$ cat src/hw/rtl/lhc_pkg.sv
// Shared types, constants and literal tables for the loopback host classifier.
// Used by lhc_lane and loopback_host_classifier; depends on nothing else.
package lhc_pkg;

    localparam int unsigned LIT_COUNT = 3;
    localparam logic [3:0]  POS_MAX   = 4'd15;
    localparam logic [7:0]  BRACKET_L = 8'h5b;   // '['
    localparam logic [7:0]  BRACKET_R = 8'h5d;   // ']'

    // Per-lane recogniser state
    typedef struct packed {
        logic [3:0] pos;          // literal position, saturates at POS_MAX
        logic [2:0] alive;        // one bit per literal still matching
        logic [1:0] oct_idx;      // dotted-quad part index
        logic [1:0] digits;       // digits in the current part
        logic [7:0] value;        // value of the current part
        logic       first127;     // first part was 127
        logic       quad_alive;   // text can still be a strict dotted quad
    } t_lane_state;

    localparam t_lane_state LANE_INIT = '{
        pos: 4'd0, alive: 3'b111, oct_idx: 2'd0, digits: 2'd0,
        value: 8'd0, first127: 1'b0, quad_alive: 1'b1
    };

    // Lane control from the top level
    typedef struct packed {
        logic feed;    // take one byte
        logic clear;   // return to LANE_INIT (wins over feed)
    } t_lane_ctrl;

    // Length of each literal: localhost, ::1, 0:0:0:0:0:0:0:1
    function automatic logic [3:0] lit_len(input logic [1:0] k);
        logic [3:0] len;
        case (k)
            2'd0:    len = 4'd9;
            2'd1:    len = 4'd3;
            2'd2:    len = 4'd15;
            default: len = 4'd0;
        endcase
        return len;
    endfunction

    // Character of literal k at position p (zero past its end)
    function automatic logic [7:0] lit_char(input logic [1:0] k, input logic [3:0] p);
        logic [7:0] ch;
        ch = 8'h00;
        case (k)
            2'd0: begin
                case (p)
                    4'd0:    ch = "l";
                    4'd1:    ch = "o";
                    4'd2:    ch = "c";
                    4'd3:    ch = "a";
                    4'd4:    ch = "l";
                    4'd5:    ch = "h";
                    4'd6:    ch = "o";
                    4'd7:    ch = "s";
                    4'd8:    ch = "t";
                    default: ch = 8'h00;
                endcase
            end
            2'd1: begin
                case (p)
                    4'd0, 4'd1: ch = ":";
                    4'd2:       ch = "1";
                    default:    ch = 8'h00;
                endcase
            end
            2'd2: begin
                if (p == 4'd14)
                    ch = "1";
                else if (p == 4'd15)
                    ch = 8'h00;
                else if (p[0])
                    ch = ":";
                else
                    ch = "0";
            end
            default: ch = 8'h00;
        endcase
        return ch;
    endfunction

endpackage

$ cat src/hw/rtl/loopback_host_classifier.sv
// Top level of the loopback host classifier: input stage, bracket tracking,
// two recogniser lanes and the result register. Depends on lhc_pkg and lhc_lane.
//
// Usage:
//   The slave channel carries a host name, one byte per word, with tlast on
//   its final byte. Every byte is taken; only a word with tlast produces a
//   result word on the master channel, whose bit 0 is 1 when the host names
//   the local machine (localhost, ::1, 0:0:0:0:0:0:0:1 or 127.x.x.x as a
//   strict dotted quad, optionally wrapped in square brackets).
//   Throughput: one byte per cycle, except while a final byte waits on a
//   stalled result word; the lanes update between the input and result registers.
//   Path: a final byte is held in the input register, then its result word is
//   loaded into the result register once that register is empty or being taken.
//   Stall: while a result waits on m_axis_tready, non-final bytes keep
//   flowing; one final byte waits in the input register, and only then is
//   s_axis_tready lowered.
//   Reset: synchronous, active low; it empties both registers and returns
//   all recogniser state so the next byte starts a new host.
module loopback_host_classifier
    import lhc_pkg::*;
(
    input  logic       i_clk,
    input  logic       i_rst_n,
    input  logic       s_axis_tvalid,
    output logic       s_axis_tready,
    input  logic [7:0] s_axis_tdata,    // [7:0] host_byte
    input  logic       s_axis_tlast,    // final_byte
    output logic       m_axis_tvalid,
    input  logic       m_axis_tready,
    output logic [7:0] m_axis_tdata     // [0] is_loopback, [7:1] zero
);

    logic       r_in_valid;
    logic [7:0] r_in_byte;
    logic       r_in_final;
    logic       r_out_valid;
    logic       r_out_loop;
    logic       r_opened;
    logic [1:0] r_seen;

    logic       w_advance;
    logic [7:0] w_char;
    logic       w_hit0_fed;
    logic       w_hit1_now;
    logic       w_loop;
    t_lane_ctrl w_ctrl0;
    t_lane_ctrl w_ctrl1;

    // Process the held byte unless a final result cannot be stored
    assign w_advance     = r_in_valid && (!r_in_final || !r_out_valid || m_axis_tready);
    assign s_axis_tready = !r_in_valid || w_advance;

    // Fold upper case to lower case
    assign w_char = (r_in_byte inside {["A":"Z"]}) ? (r_in_byte + 8'h20) : r_in_byte;

    // Input register
    always_ff @(posedge i_clk) begin
        if (!i_rst_n) begin
            r_in_valid <= 1'b0;
        end else if (s_axis_tready) begin
            r_in_valid <= s_axis_tvalid;
        end
    end

    always_ff @(posedge i_clk) begin
        if (s_axis_tready && s_axis_tvalid) begin
            r_in_byte  <= s_axis_tdata;
            r_in_final <= s_axis_tlast;
        end
    end

    // Lane 0 sees every byte; lane 1 skips the first and the final byte
    always_comb begin
        w_ctrl0.feed  = w_advance && !r_in_final;
        w_ctrl0.clear = w_advance && r_in_final;
        w_ctrl1.feed  = w_advance && !r_in_final && (r_seen != 2'd0);
        w_ctrl1.clear = w_advance && r_in_final;
    end

    lhc_lane u_lane0 (
        .i_clk   (i_clk),
        .i_rst_n (i_rst_n),
        .i_ctrl  (w_ctrl0),
        .i_byte  (w_char),
        .i_held  (1'b0),
        .o_hit   (w_hit0_fed)
    );

    lhc_lane u_lane1 (
        .i_clk   (i_clk),
        .i_rst_n (i_rst_n),
        .i_ctrl  (w_ctrl1),
        .i_byte  (w_char),
        .i_held  (1'b1),
        .o_hit   (w_hit1_now)
    );

    // Lane 1 counts only when the brackets wrap the whole text
    assign w_loop = w_hit0_fed
                 || (r_opened && (r_seen != 2'd0) && (w_char == BRACKET_R) && w_hit1_now);

    // Track the opening bracket and saturating byte count
    always_ff @(posedge i_clk) begin
        if (!i_rst_n) begin
            r_opened <= 1'b0;
            r_seen   <= 2'd0;
        end else if (w_advance) begin
            if (r_in_final) begin
                r_opened <= 1'b0;
                r_seen   <= 2'd0;
            end else begin
                if (r_seen == 2'd0)
                    r_opened <= (w_char == BRACKET_L);
                if (r_seen != 2'd2)
                    r_seen <= r_seen + 2'd1;
            end
        end
    end

    // Result register: load on a final byte, drop once taken
    always_ff @(posedge i_clk) begin
        if (!i_rst_n) begin
            r_out_valid <= 1'b0;
        end else if (w_advance && r_in_final) begin
            r_out_valid <= 1'b1;
        end else if (m_axis_tready) begin
            r_out_valid <= 1'b0;
        end
    end

    always_ff @(posedge i_clk) begin
        if (w_advance && r_in_final)
            r_out_loop <= w_loop;
    end

    assign m_axis_tvalid = r_out_valid;
    assign m_axis_tdata  = {7'd0, r_out_loop};

endmodule

$ cat src/hw/rtl/lhc_lane.sv
// One recogniser lane: literal matcher and strict dotted-quad parser.
// Depends on lhc_pkg for the lane state type, literal tables and control struct.
module lhc_lane
    import lhc_pkg::*;
(
    input  logic       i_clk,
    input  logic       i_rst_n,
    input  t_lane_ctrl i_ctrl,
    input  logic [7:0] i_byte,      // already folded to lower case
    input  logic       i_held,      // 1: match on the held state, 0: once this byte is taken
    output logic       o_hit
);

    t_lane_state r_state;
    t_lane_state n_state;
    logic [11:0] w_val;
    logic        w_digit;

    // Match test on a lane state
    function automatic logic lane_hit(input t_lane_state s);
        logic hit;
        hit = s.quad_alive && (s.oct_idx == 2'd3) && (s.digits != 2'd0) && s.first127;
        for (int k = 0; k < LIT_COUNT; k++) begin
            if (s.alive[k] && (s.pos == lit_len(2'(k))))
                hit = 1'b1;
        end
        return hit;
    endfunction

    assign w_digit = (i_byte inside {["0":"9"]});
    assign w_val   = 12'(r_state.value) * 12'd10 + 12'(i_byte - 8'h30);

    // Advance the state by one byte
    always_comb begin
        n_state = r_state;
        for (int k = 0; k < LIT_COUNT; k++) begin
            if (r_state.alive[k] && ((r_state.pos >= lit_len(2'(k)))
                    || (lit_char(2'(k), r_state.pos) != i_byte)))
                n_state.alive[k] = 1'b0;
        end
        if (r_state.pos < POS_MAX)
            n_state.pos = r_state.pos + 4'd1;

        if (r_state.quad_alive) begin
            if (w_digit) begin
                if ((r_state.digits == 2'd3)
                        || ((r_state.digits == 2'd1) && (r_state.value == 8'd0))
                        || (w_val > 12'd255)) begin
                    n_state.quad_alive = 1'b0;
                end else begin
                    n_state.value  = w_val[7:0];
                    n_state.digits = r_state.digits + 2'd1;
                end
            end else if (i_byte == ".") begin
                if ((r_state.digits == 2'd0) || (r_state.oct_idx == 2'd3)) begin
                    n_state.quad_alive = 1'b0;
                end else begin
                    if (r_state.oct_idx == 2'd0)
                        n_state.first127 = (r_state.value == 8'd127);
                    n_state.oct_idx = r_state.oct_idx + 2'd1;
                    n_state.digits  = 2'd0;
                    n_state.value   = 8'd0;
                end
            end else begin
                n_state.quad_alive = 1'b0;
            end
        end
    end

    assign o_hit = i_held ? lane_hit(r_state) : lane_hit(n_state);

    // Hold, advance or clear the lane state
    always_ff @(posedge i_clk) begin
        if (!i_rst_n) begin
            r_state <= LANE_INIT;
        end else if (i_ctrl.clear) begin
            r_state <= LANE_INIT;
        end else if (i_ctrl.feed) begin
            r_state <= n_state;
        end
    end

endmodule

$ cat config.mk
export PLATFORM = sky130hd
export DESIGN_NAME = loopback_host_classifier
export DESIGN_NICKNAME = d
export VERILOG_FILES = /design/src/hw/rtl/lhc_pkg.sv /design/src/hw/rtl/loopback_host_classifier.sv /design/src/hw/rtl/lhc_lane.sv
export SDC_FILE = /design/constraint.sdc
export NUM_CORES = 1
export LEC_CHECK = 0
export BUFFER_PORTS_ARGS = -buffer_cell sky130_fd_sc_hd__buf_2
export CAP_MARGIN = 20
export CORE_MARGIN = 4
export CORE_UTILIZATION = 57
export CTS_CLUSTER_SIZE = 10
export DETAILED_ROUTE_END_ITERATION = 8
export PLACE_DENSITY = 0.8
export SYNTH_ARGS = -nofsm -noshare
export SYNTH_HDL_FRONTEND = slang
export SYNTH_SLANG_ARGS = --single-unit
$ cat constraint.sdc
create_clock -name i_clk -period 4.9 [get_ports i_clk]
set_input_delay 0.245 -clock i_clk [delete_from_list [all_inputs] [get_ports i_clk]]
set_output_delay 0.245 -clock i_clk [all_outputs]
set_load 0.1 [all_outputs]
==> out/qor.yml <==
detailed_routing:
  vias: 5028
  drcViolationCount: 0
  via_per_inst: 6.09
  drt_iter0_markers: 321
  ant_nets: 0
  drtPass1Iterations: 4
  wirelength_um: 13500
  wl_per_cell_um: 16.3
power_and_ir_drop:
  peakVddDrop_mv: 0.202
  p_per_area_mw_per_mm2: 204
  p_leak_uw: 0.00272
placed_design:
  hpwl_um: 10300
  dpl_cell_area_mm2: 0.00580
  port_buffers: 15
  placed_cells: 810
  place.gp.congestion: 0.929
logic_synthesis:
  synthArstFlopShare: 0
  yosysWarningCount: 0
  ys_ff_latch: 69
  synth_cell_type_count: 70
  ys_seq_area_frac: 0.264
  syn_area_mm2: 0.00562
  synth-edff-count: 10
  synth_area_per_cell_um2: 8.30
  synthFlopType: "dfxtp_1"
  synthCells: 677
worst_hold_path:
  hold_start: "s_axis_tlast"
  hold_depth: 1
  min_to: "r_in_final"
  hp-class: "in -> reg"
sta:
  rsz0062_at_grt: "no"
  fin_crit_sh: 0.946
  finalSetupViolCount: 0
  clock.fmax_ghz: 0.216
  maxSlewViolCount: 0
  slew-limit-headroom: 0.444
  tightestPinTransition_ps: 834
  fin_setup_tns_ps: 0
  period_minus_slack_ps: 4640
  fin_skew_ps: 10.4
  whs_ps: 84.2
  hold_viol: 0
floorplan:
  ios: 23
  die_h_um: 107
  die_x_um: 107
  die_area_mm2: 0.0115
  initial_utilization: 0.597
  rows: 35
  core-area_mm2: 0.00942
setup_path:
  slowest_delay_ps: 580
  startpoint_type: "flip-flop"
  reg2reg_slack_ps: 260
  required_ps: 5140
  critPathKind: "reg -> reg"
  reg2regPathDepth: 16
  slowest_stage: "or4_4"
  critical_path_buf_inv_count: 1
  cp-end-kind: "flip-flop"
  arrival_ps: 4870
  crit_fanout: 11
  reg2reg_from: "r_in_byte[1]"
  path_cells: "or4_4 -> o221a_2 -> a21o_1 -> ha_1 -> nor4_1 -> o21ai_0 -> o32ai_2 -> buf_4 -> ha_1 -> nor2b_1 -> o31ai_1 -> nand4_1 -> nor3_1 -> o31ai_1 -> or4_4 -> mux2i_1"
  cp_top_family: "simple AND/OR/NAND/NOR gates"
  worstReg2RegEnd: "u_lane1.r_state[4]"
global_route:
  grt_pass1_vias: 4918
  grt_util_all_layers: 0.241
  grt_pass1_wl_um: 22600
  antenna_found_initial: 0
  grt_max_degree: 22
  gr-total-overflow: 0
cells_and_area:
  drive_gt1_frac: 0.0904
  multi_input_comb_area_mm2: 0.00386
  regArea_mm2: 0.00148
  area_growth_pct: 6.90
  stdcell_count: 826
  antenna_cells: 0
  fin_area_mm2: 0.00601
  nNetsFinal: 786
  fillers: 820
clock_tree:
  cts_max_level: 3
  clk_path_buf_depth: 2
  insertion_delay_ps: 350
  cts_buffers: 9
  cts-root-buf: "clkbuf_8"
  holdBufCountCts: 0
  cts_tree: "built"
  clkTransAtPathRegs_ps: 70
  cts_sinks: 69
status:
  status: "completed"
run:
  cap_violations: 0
[worst reg2reg max path, stage by stage (launching register included)]
cell      delay, ps
edfxtp_1        380
or4_4           580
o221a_2         290
a21o_1          220
ha_1            250
nor4_1          160
o21ai_0         130
o32ai_2         280
buf_4           240
ha_1            260
nor2b_1         140
o31ai_1         350
nand4_1         140
nor3_1          270
o31ai_1         110
or4_4           560
mux2i_1         170
[power breakdown]
part / internal (uW) / switching [uW] / leakage (uW) / total, uW
clock network: 207 / 209 / 0.0000893 / 417
registers: 586 / 12.4 / 0.000576 / 598
logic: 68.9 / 140 / 0.00205 / 209
[stage by stage]
step	power, uW	setup WS [ps]	util
2_1_floorplan	766	251	-
3_3_place_gp	807	325	0.616
3_5_place_dp	813	200	0.616
4_1_cts	1220	196	0.634
5_1_grt	1270	32.6	0.638
6_report	1220	265	0.638
[Yosys cell counts (all sizes together), types with 8 or more instances]
| library cell | n | share of area |
|---|---|---|
| nor2 | 58 | 0.039 |
| a21oi | 51 | 0.046 |
| nand2 | 56 | 0.037 |
| nand2b | 9 | 0.010 |
| inv | 46 | 0.031 |
| nor3 | 19 | 0.017 |
| a21o | 14 | 0.019 |
| nand4 | 11 | 0.012 |
| ha | 76 | 0.17 |
| edfxtp | 10 | 0.053 |
| nor4 | 9 | 0.011 |
| mux2i | 17 | 0.030 |
| dfxtp | 59 | 0.21 |
| clkbuf | 14 | 0.0094 |
| xnor2 | 23 | 0.037 |
| o21ai | 40 | 0.036 |
| a211oi | 8 | 0.011 |
| xor2 | 16 | 0.025 |
| buf | 14 | 0.018 |
| nand3 | 21 | 0.019 |
[per-layer routing]
metal	vias to the layer above	GRT usage	wire, um
li1	2460	-	-
met1	2402	0.303	5850
met2	137	0.420	6770
met3	29	0.0360	562
met4	0	0.0785	297
met5	-	0	0
[final cells by class]
class,count,share of cell area
Clock inverter,2,0.00167
Sequential cell,69,0.247
Clock buffer,13,0.0265
Inverter,46,0.0287
Timing Repair Buffer,27,0.0275
Tap cell,129,0.0269
Multi-Input combinational cell,540,0.642
[how the worst max path moves through the flow]
| stage | to | cells past startpoint | slack, ps | from |
|---|---|---|---|---|
| 3_3_place_gp | u_lane0.r_state[11] | 14 | 330 | r_in_byte[1] |
| 6_report | u_lane1.r_state[4] | 16 | 260 | r_in_byte[1] |
| 3_5_place_dp | u_lane0.r_state[11] | 14 | 200 | r_in_byte[1] |
| 4_1_cts | u_lane0.r_state[11] | 14 | 200 | r_in_byte[1] |
| 5_1_grt | u_lane0.r_state[11] | 16 | 30 | r_in_byte[1] |
| 2_1_floorplan | r_out_loop | 16 | 250 | r_in_byte[2] |
[repair_timing]
| action | 4_1_cts | 5_1_grt |
|---|---|---|
| gates resized for setup | 0 | 5 |
| endpoints found under the hold margin | 0 | 0 |
| buffers inserted | 0 | 1 |
| endpoints found under the setup margin | 0 | 3 |
[placed cells by master, fill, tap and decap left out, drive strengths merged, types with 5 or more instances in the layout]
cell	netlist	layout
a211oi	8	8
a21o	14	14
a21oi	51	51
a31oi	5	5
and2	6	6
and3	7	7
buf	14	27
clkbuf	14	13
conb	1	7
dfxtp	59	59
edfxtp	10	10
ha	76	76
inv	46	46
mux2i	17	17
nand2	56	56
nand2b	9	9
nand3	21	21
nand3b	5	5
nand4	11	11
nor2	58	58
nor2b	5	5
nor3	19	19
nor4	9	9
o21ai	40	40
o31ai	7	7
or2	5	5
or3	6	6
or4	6	6
xnor2	23	23
xor2	16	16
[logic make-up (layout without fill, tap and decap cells)]
logic type,Yosys count,count (layout),synth area share
adder cells (fa/ha/maj),80,80,0.183
flip-flops,69,69,0.264
AND/OR/NAND/NOR,233,233,0.210
AO/OA/AOI/OAI,163,163,0.189
buffers and inverters,74,88,0.0586
other,1,7,0.000667
multiplexers,18,18,0.0323
XOR/XNOR,39,39,0.0621
Power figures use the tool's default switching activity.
